[src/hdl/cia_queue.sv]
module cia_queue #(
  parameter int unsigned DW = 8
) (
  input  logic          clk_i,
  input  logic          rst_ni,
  input  logic          wr_valid_i,
  output logic          wr_ready_o,
  input  logic [DW-1:0] wr_data_i,
  output logic          rd_valid_o,
  input  logic          rd_ready_i,
  output logic [DW-1:0] rd_data_o
);
  logic [DW-1:0] mem_q [2];
  logic          wr_ptr_q, rd_ptr_q;
  logic [1:0]    cnt_q;
  logic          push, pop;

  assign wr_ready_o = (cnt_q != 2'd2);
  assign rd_valid_o = (cnt_q != 2'd0);
  assign push       = wr_valid_i && wr_ready_o;
  assign pop        = rd_valid_o && rd_ready_i;
  assign rd_data_o  = mem_q[rd_ptr_q];

  always_ff @(posedge clk_i or negedge rst_ni) begin
    if (!rst_ni) begin
      wr_ptr_q <= 1'b0;
      rd_ptr_q <= 1'b0;
      cnt_q    <= 2'd0;
    end else begin
      if (push) wr_ptr_q <= !wr_ptr_q;
      if (pop)  rd_ptr_q <= !rd_ptr_q;
      if (push && !pop)      cnt_q <= cnt_q + 2'd1;
      else if (pop && !push) cnt_q <= cnt_q - 2'd1;
    end
  end

  always_ff @(posedge clk_i) begin
    if (push) mem_q[wr_ptr_q] <= wr_data_i;
  end

  assert property (@(posedge clk_i) disable iff (!rst_ni) cnt_q != 2'd3)
    else $error("queue count out of range");
  assert property (@(posedge clk_i) disable iff (!rst_ni)
    (cnt_q == 2'd0) |-> (wr_ptr_q == rd_ptr_q))
    else $error("empty queue with pointers apart");
  assert property (@(posedge clk_i) disable iff (!rst_ni)
    (cnt_q == 2'd2) |-> (wr_ptr_q == rd_ptr_q))
    else $error("full queue with pointers apart");

endmodule

[config.mk]
export PLATFORM = sky130hd
export DESIGN_NAME = cia_queue
export DESIGN_NICKNAME = d
export VERILOG_FILES = /design/src/hdl/cia_queue.sv
export SDC_FILE = /design/constraint.sdc
export NUM_CORES = 1
export LEC_CHECK = 0
export BUFFER_PORTS_ARGS = -buffer_cell sky130_fd_sc_hd__buf_4
export CAP_MARGIN = 20
export CORE_AREA = 3 3 42 44
export CTS_BUF_LIST = sky130_fd_sc_hd__clkbuf_8
export CTS_CLUSTER_DIAMETER = 200
export DETAILED_ROUTE_END_ITERATION = 8
export DIE_AREA = 0 0 45 47
export HOLD_SLACK_MARGIN = 0.03
export PLACE_DENSITY = 0.82
export SYNTH_ARGS = -nofsm -noshare
export SYNTH_HDL_FRONTEND = slang
export SYNTH_SLANG_ARGS = --single-unit
export TNS_END_PERCENT = 100
[constraint.sdc]
create_clock -name clk_i -period 3.7 [get_ports clk_i]
set_clock_uncertainty 0.2 [all_clocks]
set_input_delay 0.185 -clock clk_i [delete_from_list [all_inputs] [get_ports clk_i]]
set_output_delay 0.185 -clock clk_i [all_outputs]
set_load 0.02 [all_outputs]
==> impl_metrics.ini <==
[timing]
finalSetupViolations = 0
fin_setup_tns_ns = 0
period_minus_slack_ns = 1.76
worst_pin_slew_ns = 0.658
maxSlewHeadroom = 0.560
hold_viol_final = 0
rsz0062_at_grt = false
period_share = 0.475
drv_slew = 0
maxClockFrequency_mhz = 569

[layout]
diodes = 0
drive_gt1_frac = 0.468
areaGrowthSynthToFinish_pct = 41.7
final_common_cell = buf_4
nets = 91
final_cell_mix = 21 x buf_4, 16 x edfxtp_1, 10 x dlygate4sd3_1
stdcell_area_sq_um = 1110
fillCellCount = 88

[synthesis]
synth_seq_cells = 20
seq_area_frac_synth = 0.738
syn-instance-count = 43
avgSynthCellArea_sq_um = 18.3
ys_warn_count = 0
syn_nets = 56
synth_cell_types = 14
synth.cell_area_sq_um = 787

[routing]
drt_iter0_markers = 3
routed.top_layer = met3
wl_met1_um = 560
wl_met2_um = 740
vias = 446
vias_per_cell = 4.80
wl_met3_um = 69
routed_wirelength_mm = 1.37
detail_route.wl_per_cell_um = 14.7
antenna_left = 0
drc_errors = 0
drtPass1Iterations = 2

[global_route]
grt_pass1_wl_mm = 2.08
grt_max_degree = 12
grt_use_total = 0.145
grt_antenna_before_repair = 0
grt_pass1_vias = 468
gr-total-overflow = 0

[place]
dpl_cell_area_sq_um = 960
gp_congestion = 0.721
hpwlAfterDp_um = 930
portBuffers = 21

[clocking]
cts_tree = built
cts-root-buf = clkbuf_8
htreeDepth = 1
clk_path_buf_depth = 2
clock_latency_ns = 0.25
numClockSinks = 20
cts.clk_slew.worst_paths_ns = 0.07
cts_made_buffers = 3

[floorplan]
die_area_sq_um = 2120
die_w_um = 45
ios = 22
initial_core_util = 0.535
core_area_sq_um = 1470
num_rows = 14
die_y_um = 47

[power]
vdd_drop_max_uv = 442
power_frac_comb = 0.385
pwr-share-seq = 0.427
p_leak_nw = 0.458
p_clk_frac = 0.188
switchingPower_mw = 0.276
internal_power_mw = 0.580
swShare = 0.322
cellPowerDensity_nw_per_um2 = 767

[min_path]
hold_path_class = primary input to flip-flop

[critical_path]
cp_max_fo = 8
cp-end-kind = flip-flop
arrival_ns = 1.45
required_ns = 3.39
start_kind = flip-flop
critical_path_class = flip-flop to flip-flop

[run]
cap_violations = 0

[outcome]
status = finished clean
==> per-layer routing <==
metal  global-route usage  vias up
li1                     -      223
met1                0.163      208
met2                0.266       15
met3               0.0345        0
met4               0.0526        0
met5                    0        -
==> critical path: stages, from the launching register on <==
cell and delay [ns]:
dfrtp_1 0.42, nand2b_4 0.16, nand2_1 0.09, nor2_1 0.52
==> Yosys cell counts <==
library cell | count | area [sq um]
dfrtp_1 | 4 | 100
nand2b_4 | 1 | 13.8
xor2_1 | 2 | 17.5
ha_1 | 1 | 12.5
buf_2 | 1 | 5.00
nand2_1 | 1 | 3.75
or2_4 | 1 | 8.76
and3_1 | 1 | 6.26
nand2_4 | 1 | 11.3
inv_1 | 1 | 3.75
edfxtp_1 | 16 | 480
mux2_2 | 8 | 90.1
nor2_1 | 2 | 7.51
xnor2_1 | 3 | 26.3
==> cell families after synthesis <==
family                     after synthesis  share of synthesized area
xor gates and xnor gates                 5                     0.0557
adders and majority gates                1                     0.0159
buffers and inverters                    2                     0.0111
DFF                                     20                      0.738
muxes                                    8                      0.114
and+or+nand+nor                          7                     0.0652
==> path summary, 6_finish.rpt <==
path	start	to	slack, ns	depth (start not counted)
min	wr_valid_i	wr_ptr_q$_DFFE_PN0P_	0.06	3
max in group asynchronous	rst_ni	rd_ptr_q$_DFFE_PN0P_	3.12	2
min reg2reg	wr_ptr_q$_DFFE_PN0P_	wr_ptr_q$_DFFE_PN0P_	0.32	1
max reg2reg	cnt_q[0]$_DFFE_PN0P_	mem_q[0][7]$_DFFE_PP_	1.94	3
min in group asynchronous	rst_ni	cnt_q[1]$_DFFE_PN0P_	0.09	2
max	cnt_q[0]$_DFFE_PN0P_	mem_q[0][7]$_DFFE_PP_	1.94	3
==> flip-flops by register name, indices dropped and copies added (netlist names) <==
signal and count:
mem_q 16, wr_ptr_q 1, cnt_q 2, rd_ptr_q 1
==> area by class of cell <==
class,count,area (sq um),area share
flip-flops and latches,20,581,0.521
repair buffers,31,258,0.231
multi-input cells,21,198,0.177
clock buffers,4,55.1,0.0494
well taps,16,20.0,0.0180
inverters,1,3.75,0.00337
==> power by group through the flow <==
stage	Combinational (mW)	Clock (mW)	Sequential, mW
after floorplan	0.235	0	0.342
after global placement	0.316	0	0.365
after detailed placement	0.323	0	0.371
after CTS	0.333	0.164	0.367
after global routing	0.354	0.172	0.373
final	0.329	0.161	0.365
==> stage by stage <==
stage                     hold slack (ns)  cells  utilization  power (mW)  setup slack (ns)
final                              0.0558     93        0.758       0.856              1.94
after global routing               0.0732     93        0.758       0.899              1.84
after CTS                          0.0561     93        0.758       0.864              1.90
after floorplan                    -0.311     43            -       0.577              2.08
after detailed placement           -0.217     79        0.652       0.694              1.90
after global placement             -0.215     79        0.652       0.681              2.02
==> repair_timing <==
| action | CTS | global route |
|---|---|---|
| endpoints found under the hold margin | 21 | 0 |
| buffers inserted | 0 | 0 |
| hold buffers | 10 | 0 |
| gates resized for setup | 0 | 0 |
No activity file was read; power rests on OpenSTA's default activity.
