<file path="config.mk">
export PLATFORM = sky130hd
export DESIGN_NAME = cia_front_flat
export DESIGN_NICKNAME = d
export VERILOG_FILES = /design/src/hdl/cia_pkg.sv /design/src/hdl/cia_if.sv /design/src/hdl/cia_front.sv /design/src/flat_wrapper.sv
export SDC_FILE = /design/constraint.sdc
export NUM_CORES = 1
export LEC_CHECK = 0
export BUFFER_PORTS_ARGS = -buffer_cell sky130_fd_sc_hd__buf_2
export CORE_UTILIZATION = 41
export CTS_CLUSTER_SIZE = 25
export DETAILED_ROUTE_END_ITERATION = 10
export PLACE_DENSITY_LB_ADDON = 0.2
export SLEW_MARGIN = 20
export SYNTH_ARGS = -nofsm -noshare
export SYNTH_HDL_FRONTEND = slang
export SYNTH_SLANG_ARGS = --single-unit
</file>
<file path="constraint.sdc">
create_clock -name clk_i -period 3.4 [get_ports clk_i]
set_clock_uncertainty 0.1 [all_clocks]
set_input_delay 0.34 -clock clk_i [delete_from_list [all_inputs] [get_ports clk_i]]
set_output_delay 0.34 -clock clk_i [all_outputs]
set_load 0.005 [all_outputs]
</file>
<file path="src/hdl/cia_pkg.sv">
package cia_pkg;

  localparam int unsigned RES_W  = 33;
  localparam int unsigned KIND_W = 3;

  typedef enum logic [KIND_W-1:0] {
    KIND_ADD = 3'd0,
    KIND_SUB = 3'd1,
    KIND_MUL = 3'd2,
    KIND_DIV = 3'd3,
    KIND_EQ  = 3'd4
  } kind_e;

  // one-hot operation class; all zero for codes with no meaning
  typedef struct packed {
    logic add;
    logic sub;
    logic mul;
    logic div;
    logic eq;
  } op_cls_t;

  // sideband that travels alongside the divider
  typedef struct packed {
    logic [RES_W-1:0] dre;
    logic [RES_W-1:0] dim;
    op_cls_t          cls;
    logic             eq;
    logic             dz;
    logic             neg_re;
    logic             neg_im;
  } side_t;

endpackage

</file>
<file path="src/hdl/cia_if.sv">
interface cia_in_if #(
  parameter int unsigned W = 16
);
  logic                valid;
  logic                ready;
  logic [2:0]          kind;
  logic signed [W-1:0] a_re;
  logic signed [W-1:0] a_im;
  logic signed [W-1:0] b_re;
  logic signed [W-1:0] b_im;

  modport source (output valid, kind, a_re, a_im, b_re, b_im, input ready);
  modport sink   (input valid, kind, a_re, a_im, b_re, b_im, output ready);
endinterface


</file>
<file path="src/hdl/cia_front.sv">
module cia_front #(
  parameter int unsigned W = 16
) (
  input  logic             clk_i,
  input  logic             rst_ni,
  cia_in_if.sink           in_i,
  output logic             valid_o,
  input  logic             ready_i,
  output cia_pkg::op_cls_t cls_o,
  output logic [4*W-1:0]   opnd_o
);
  import cia_pkg::*;

  logic     valid_q;
  op_cls_t  cls_d, cls_q;
  logic [4*W-1:0] opnd_q;
  logic     take;

  assign in_i.ready = !valid_q || ready_i;
  assign take       = in_i.valid && in_i.ready;

  always_comb begin
    cls_d = '0;
    unique case (in_i.kind)
      KIND_ADD: cls_d.add = 1'b1;
      KIND_SUB: cls_d.sub = 1'b1;
      KIND_MUL: cls_d.mul = 1'b1;
      KIND_DIV: cls_d.div = 1'b1;
      KIND_EQ:  cls_d.eq  = 1'b1;
      default:  cls_d     = '0;
    endcase
  end

  always_ff @(posedge clk_i or negedge rst_ni) begin
    if (!rst_ni) begin
      valid_q <= 1'b0;
    end else if (in_i.ready) begin
      valid_q <= in_i.valid;
    end
  end

  always_ff @(posedge clk_i) begin
    if (take) begin
      cls_q  <= cls_d;
      opnd_q <= {in_i.a_re, in_i.a_im, in_i.b_re, in_i.b_im};
    end
  end

  assign valid_o = valid_q;
  assign cls_o   = cls_q;
  assign opnd_o  = opnd_q;

endmodule

</file>
<file path="src/flat_wrapper.sv">
// flat-port wrapper written by rule: the top's interface ports become plain ports
module cia_front_flat import cia_pkg::*;
#(
  parameter int unsigned W = 16
)
  (clk_i, rst_ni, valid_o, ready_i, cls_o, opnd_o, in_i_valid, in_i_kind, in_i_a_re, in_i_a_im, in_i_b_re, in_i_b_im, in_i_ready);
  cia_in_if #(.W(W)) in_i_i ();
  input  logic clk_i;
  input  logic rst_ni;
  output logic valid_o;
  input  logic ready_i;
  output cia_pkg::op_cls_t cls_o;
  output logic [4*W-1:0] opnd_o;
  input wire logic [$bits(in_i_i.valid)-1:0] in_i_valid;
  input wire logic [$bits(in_i_i.kind)-1:0] in_i_kind;
  input wire logic [$bits(in_i_i.a_re)-1:0] in_i_a_re;
  input wire logic [$bits(in_i_i.a_im)-1:0] in_i_a_im;
  input wire logic [$bits(in_i_i.b_re)-1:0] in_i_b_re;
  input wire logic [$bits(in_i_i.b_im)-1:0] in_i_b_im;
  output wire logic [$bits(in_i_i.ready)-1:0] in_i_ready;
  assign in_i_i.valid = in_i_valid;
  assign in_i_i.kind = in_i_kind;
  assign in_i_i.a_re = in_i_a_re;
  assign in_i_i.a_im = in_i_a_im;
  assign in_i_i.b_re = in_i_b_re;
  assign in_i_i.b_im = in_i_b_im;
  assign in_i_ready = in_i_i.ready;
  cia_front #(.W(W)) u_core (.clk_i(clk_i), .rst_ni(rst_ni), .in_i(in_i_i), .valid_o(valid_o), .ready_i(ready_i), .cls_o(cls_o), .opnd_o(opnd_o));
endmodule
</file>
==> impl_results.md, run 1 <==
- Status: completed
- Largest net degree at the start of global routing: 28
- # setup viols final: 0
- Average footprint of a synthesized cell: 27.70 sq um
- DR WL/cell: 13.22 um
- Setup crit start: u_core.valid_o
- Synth top area cells: edfxtp_1 96%, dfrtp_1 1.2%, nor3b_1 1.0%, nand2b_4 0.64%, and3b_2 0.46%
- Vias per inst: 4.315
- Iteration-0 DRC Markers: 64
- Register-to-register setup slack: 1.62 ns
- Hold_ws: 0.08370 ns
- Overall routing resource usage: 14.95%
- Vias in the first global route: 1205
- I/O pin count: 142
- DIE AREA: 5564 sq um
- CP required: 3.29 ns
- Worst-Skew Late Latency: 0.32 ns
- Slew Limit Fails: 0
- Crit Path Class: flop to flop
- Pin slew with the least headroom to its limit: 0.4571 ns
- Post-CTS Resized: 0
- Fin Setup TNS: 0 ns
- Root buf cell: clkbuf_8
- Ant. Diodes: 0
- Worst Path Arrival: 1.68 ns
- Final HPWL from detailed placement: 3.020 mm
- Internal: 0.001476 W
- Final Critical Period: 1.783 ns
- Core ar.: 5075 sq um
- Tcrit/Tclk final: 52.44%
- Final hold vios: 0
- Input/output buffers: 141
- Rows: 26
- Unrepaired setup endpoints after global routing: false
- Netlist cell types: 8
- Hold Crit Class: input port to flop
- YS warnings: 0
- Area leader, netlist: edfxtp_1
- Tot Pwr: 0.001817 W
- Hold wc startpoint: in_i_a_re[0]
- Path depth of the worst reg2reg path: 3
- Sink Count: 70
- Static leakage: 1.370 nW
- Crit-path slowest cell: and2_2
- CP max stage delay: 0.44 ns
- Die span in y: 74.60 um
- CTS Hold Buffers Added: 1
- Yosys top cell area share: 95.89%
- Routed wire length: 4.073 mm
- Rel. slew slack: 69.53%
- Max Freq: 0.5608 GHz
- Largest vdd supply drop: 322.1 uV
- CTS clk-pin slew, worst paths: 0.07 ns
- Clock share of power: 37.6%
- Fin cells: 308
- CTS tree: yes
- Clock Path Buffers: 2
- Switching pwr: 0.0003414 W
- Sw Share: 18.79%
- Register share of total power: 55.9%
- Logic pwr share: 6.5%
- Placed cell count: 291
- Proportion of layout cells with a drive suffix above 1: 66.81%
- Layout area overhead: 47.42%
- Setup ws final: 1.617 ns
- Pre-CTS WS: 1.547 ns
- Routed Antenna Nets: 0
- P per Cell Area: 570.4 nW/um^2
- Setup Buffers After CTS: 0
- Netlist Area Pre-Place: 2161 sq um
- Syn nets: 149
- Worst Path Max Fanout: 27
- Num CTS Buffers: 9
- Drt pass-1 iters: 4
- Gpl congestion: 0.6983
- Gate count of the mapped netlist: 78
- Grt ovf: 0
- Die width: 74.60 um
- Initial antenna violation count: 0
- CP Cell Sequence: nand2b_4, and2_2, buf_4
- H-tree depth: 3
- Register area share after synthesis: 97.05%
- Crit end category: flop
- DR DRC count: 0
- Startpoint types: flop
- Worst r2r src: u_core.valid_o
- Worst setup path end: u_core.opnd_o[32]
- Global-route wire length before repair: 5.651 mm
- Starting Density: 42.58%
- Vias post-DR: 1329
- Max_cap viols: 0
- Nets: 304
- Yosys reg bits: 70
- RR Endpoint: u_core.opnd_o[32]
-- cell usage in the layout, fill, tap and decap left out --
cell,n
and2_2,1
and3b_2,1
buf_2,141
buf_4,2
bufinv_16,2
clkbuf_1,2
clkbuf_8,9
clkinv_1,1
clkinv_2,2
dfrtp_1,1
dlygate4sd3_1,1
edfxtp_1,69
nand2b_1,1
nand2b_4,1
nor3_1,1
nor3b_1,3
-- Yosys cell counts --
library cell / n
nand2b_4: 1
nand2b_1: 1
and3b_2: 1
edfxtp_1: 69
nor3_1: 1
dfrtp_1: 1
nor3b_1: 3
and2_1: 1
-- kinds of logic after synthesis --
| logic type | Yosys count | synth area share (%) |
|---|---|---|
| DFF | 70 | 97.05 |
| and+or+nand+nor | 8 | 2.953 |
-- worst min path at each step --
stage                     slack (ns)  depth (start not counted)           endpoint
after floorplan                -0.06                          0     u_core.valid_o
after global placement          0.02                          1     u_core.valid_o
after detailed placement        0.02                          1     u_core.valid_o
after CTS                       0.07                          1  u_core.opnd_o[48]
after global routing            0.06                          1  u_core.opnd_o[35]
final                           0.08                          1  u_core.opnd_o[48]
-- power by group through the flow --
stage | registers, W | clock network, W | logic, W
floorplan | 0.00105 | 0 | 0.0000193
global placement | 0.00103 | 0 | 0.000118
detailed placement | 0.00103 | 0 | 0.000121
CTS | 0.00102 | 0.000705 | 0.000121
global route | 0.00102 | 0.000734 | 0.000132
finish | 0.00101 | 0.000684 | 0.000118
-- final cells by class --
type                    instances  area (sq um)
clock buffers                  11         131.4
well taps                      70         87.58
fillers                       404          1889
repair buffers                144         730.7
clock inverters                 5         73.82
flip-flops and latches         70          2097
multi-input cells               8         65.06
-- flip-flops by register name, summed over array words and instances (netlist names) --
register,count
u_core.opnd_o,64
u_core.cls_o,5
u_core.valid_o,1
-- through the flow --
stage | cell area, sq um | utilization, %
2_1_floorplan | 2161 | -
3_3_place_gp | 2970 | 58.53
3_5_place_dp | 2970 | 58.53
4_1_cts | 3186 | 62.77
5_1_grt | 3186 | 62.77
6_report | 3186 | 62.77
-- layer usage --
layer	wire length, um	GRT usage [%]
met1	1553	16.07
met2	1832	22.02
met3	527	7.995
met4	159	11.74
met5	0	0
-- worst max-delay path, delay by kind of cell, from the launching register on --
family,cells,cell delay (ns)
buf+inv,1,0.41
flops,1,0.41
simple gates,2,0.52
Power figures use the tool's default switching activity.
==> run 2, diff against run 1 <==
==> constraint.sdc (replaced) <==
create_clock -name clk_i -period 1.9 [get_ports clk_i]
set_clock_uncertainty 0.1 [all_clocks]
set_input_delay 0.19 -clock clk_i [delete_from_list [all_inputs] [get_ports clk_i]]
set_output_delay 0.19 -clock clk_i [all_outputs]
set_load 0.005 [all_outputs]
==> run 2 against run 1 <==
Cell area is 21% higher. Setup slack worse by 1.3 ns. Clock-buffer cell count is 2 lower. Largest cell class unchanged.
==> impl_results.md, run 2 (synthesized netlist as in run 1, its figures left out) <==
- Status: completed
- Sink Count: 70
- Largest net degree at the start of global routing: 29
- Proportion of layout cells with a drive suffix above 1: 53.29%
- Gpl congestion: 0.7149
- Slew Limit Fails: 0
- Commonest non-fill, non-tap cell in the layout: buf_2
- Largest vdd supply drop: 594.6 uV
- Root buf cell: clkbuf_8
- Num CTS Buffers: 9
- Setup Buffers After CTS: 0
- Unrepaired setup endpoints after global routing: false
- Input/output buffers: 141
- Final hold vios: 0
- Worst Path Max Fanout: 20
- Overall routing resource usage: 19.54%
- DR DRC count: 0
- Vias in the first global route: 1679
- CTS clk-pin slew, worst paths: 0.07 ns
- Finished Core Util: 76.16%
- CP max stage delay: 0.55 ns
- Starting Density: 42.58%
- Rel. slew slack: 80.79%
- CP required: 1.82 ns
- Iteration-0 DRC Markers: 57
- Worst-Skew Late Latency: 0.32 ns
- Ant. Diodes: 0
- Vias per inst: 4.267
- Max_cap viols: 0
- Hold Crit Class: input port to flop
- Layout area overhead: 78.87%
- Global-route wire length before repair: 7.479 mm
- Die span in y: 74.60 um
- Crit-path slowest cell: dlygate4sd3_1
- Crit Path Class: input port to flop
- Drt pass-1 iters: 5
- P per Cell Area: 880.0 nW/um^2
- Max Freq: 0.6406 GHz
- Clock Path Buffers: 2
- Pin slew with the least headroom to its limit: 0.2882 ns
- Tcrit/Tclk final: 82.15%
- Initial antenna violation count: 0
- CP Cell Sequence: dlygate4sd3_1, buf_2, and2_4, buf_4
- Rows: 26
- Static leakage: 1.650 nW
- Routed Antenna Nets: 0
- I/O pin count: 142
- Final Critical Period: 1.561 ns
- Grt ovf: 0
- Tot Pwr: 0.003401 W
- Core ar.: 5075 sq um
- Max reg flops: 64
- Worst Path Arrival: 1.48 ns
- Vias post-DR: 1596
- H-tree depth: 3
- CTS tree: yes
- Hold_ws: 0.05966 ns
- CTS Hold Buffers Added: 66
- Post-CTS Resized: 0
- Startpoint types: input port
- Crit end category: flop
- DR WL/cell: 14.21 um
- Routed wire length: 5.313 mm
- Most frequent cells in the layout: 141 x buf_2, 69 x edfxtp_1, 66 x dlygate4sd3_1
- DIE AREA: 5564 sq um
- Die width: 74.60 um
- Nets: 370
- # setup viols final: 0
- Fin Setup TNS: 0 ns
-- run 2: cell types whose count changed in the layout (fill, tap and decap cells not counted), sizes merged --
cell | before | now
dlygate4sd3 | 1 | 66
clkinvlp | 0 | 2
buf | 143 | 144
clkbuf | 11 | 9
-- run 2: final cells by class --
cell class / count / area [sq um]
Fill cell: 330 / 1210
Multi-Input combinational cell: 8 / 66.31
Clock buffer: 9 / 123.9
Sequential cell: 70 / 2097
Tap cell: 70 / 87.58
Clock inverter: 7 / 88.84
Timing Repair Buffer: 210 / 1401
-- run 2: final timing paths --
path,start,endpoint,slack (ns),cells past startpoint
max reg2reg,u_core.valid_o,u_core.opnd_o[6],0.38,3
max,in_i_valid,u_core.opnd_o[6],0.34,4
min reg2reg,u_core.valid_o,u_core.valid_o,0.46,2
min in group asynchronous,rst_ni,u_core.valid_o,0.09,2
min,ready_i,u_core.valid_o,0.06,3
max in group asynchronous,rst_ni,u_core.valid_o,1.53,2
-- run 2: metal layers --
| metal | routed length, um | track usage [%] | vias up |
|---|---|---|---|
| li1 | - | - | 759 |
| met1 | 1869 | 18.78 | 720 |
| met2 | 2767 | 35.34 | 101 |
| met3 | 497 | 5.962 | 16 |
| met4 | 178 | 13.63 | 0 |
| met5 | 0 | 0 | - |
-- run 2: per-stage QoR --
| step | worst slack, ns | instance area, sq um | std cells |
|---|---|---|---|
| floorplan | 0.3543 | 2163 | 78 |
| global placement | 0.4245 | 2992 | 292 |
| detailed placement | 0.3823 | 2992 | 292 |
| CTS | 0.3812 | 3865 | 374 |
| global route | 0.2942 | 3865 | 374 |
| finish | 0.3391 | 3865 | 374 |
-- run 2: power breakdown --
| part | leakage, nW | switching (W) | internal, W | total, W |
|---|---|---|---|---|
| Sequential | 0.670 | 0.0000179 | 0.00180 | 0.00181 |
| Combinational | 0.877 | 0.000129 | 0.000205 | 0.000334 |
| Clock | 0.103 | 0.000523 | 0.000729 | 0.00125 |
| Total | 1.65 | 0.000670 | 0.00273 | 0.00340 |
-- run 2: critical path, delay by kind of cell --
family,cells,cell delay [ns]
and+or+nand+nor,1,0.32
buffers and inverters,3,0.97
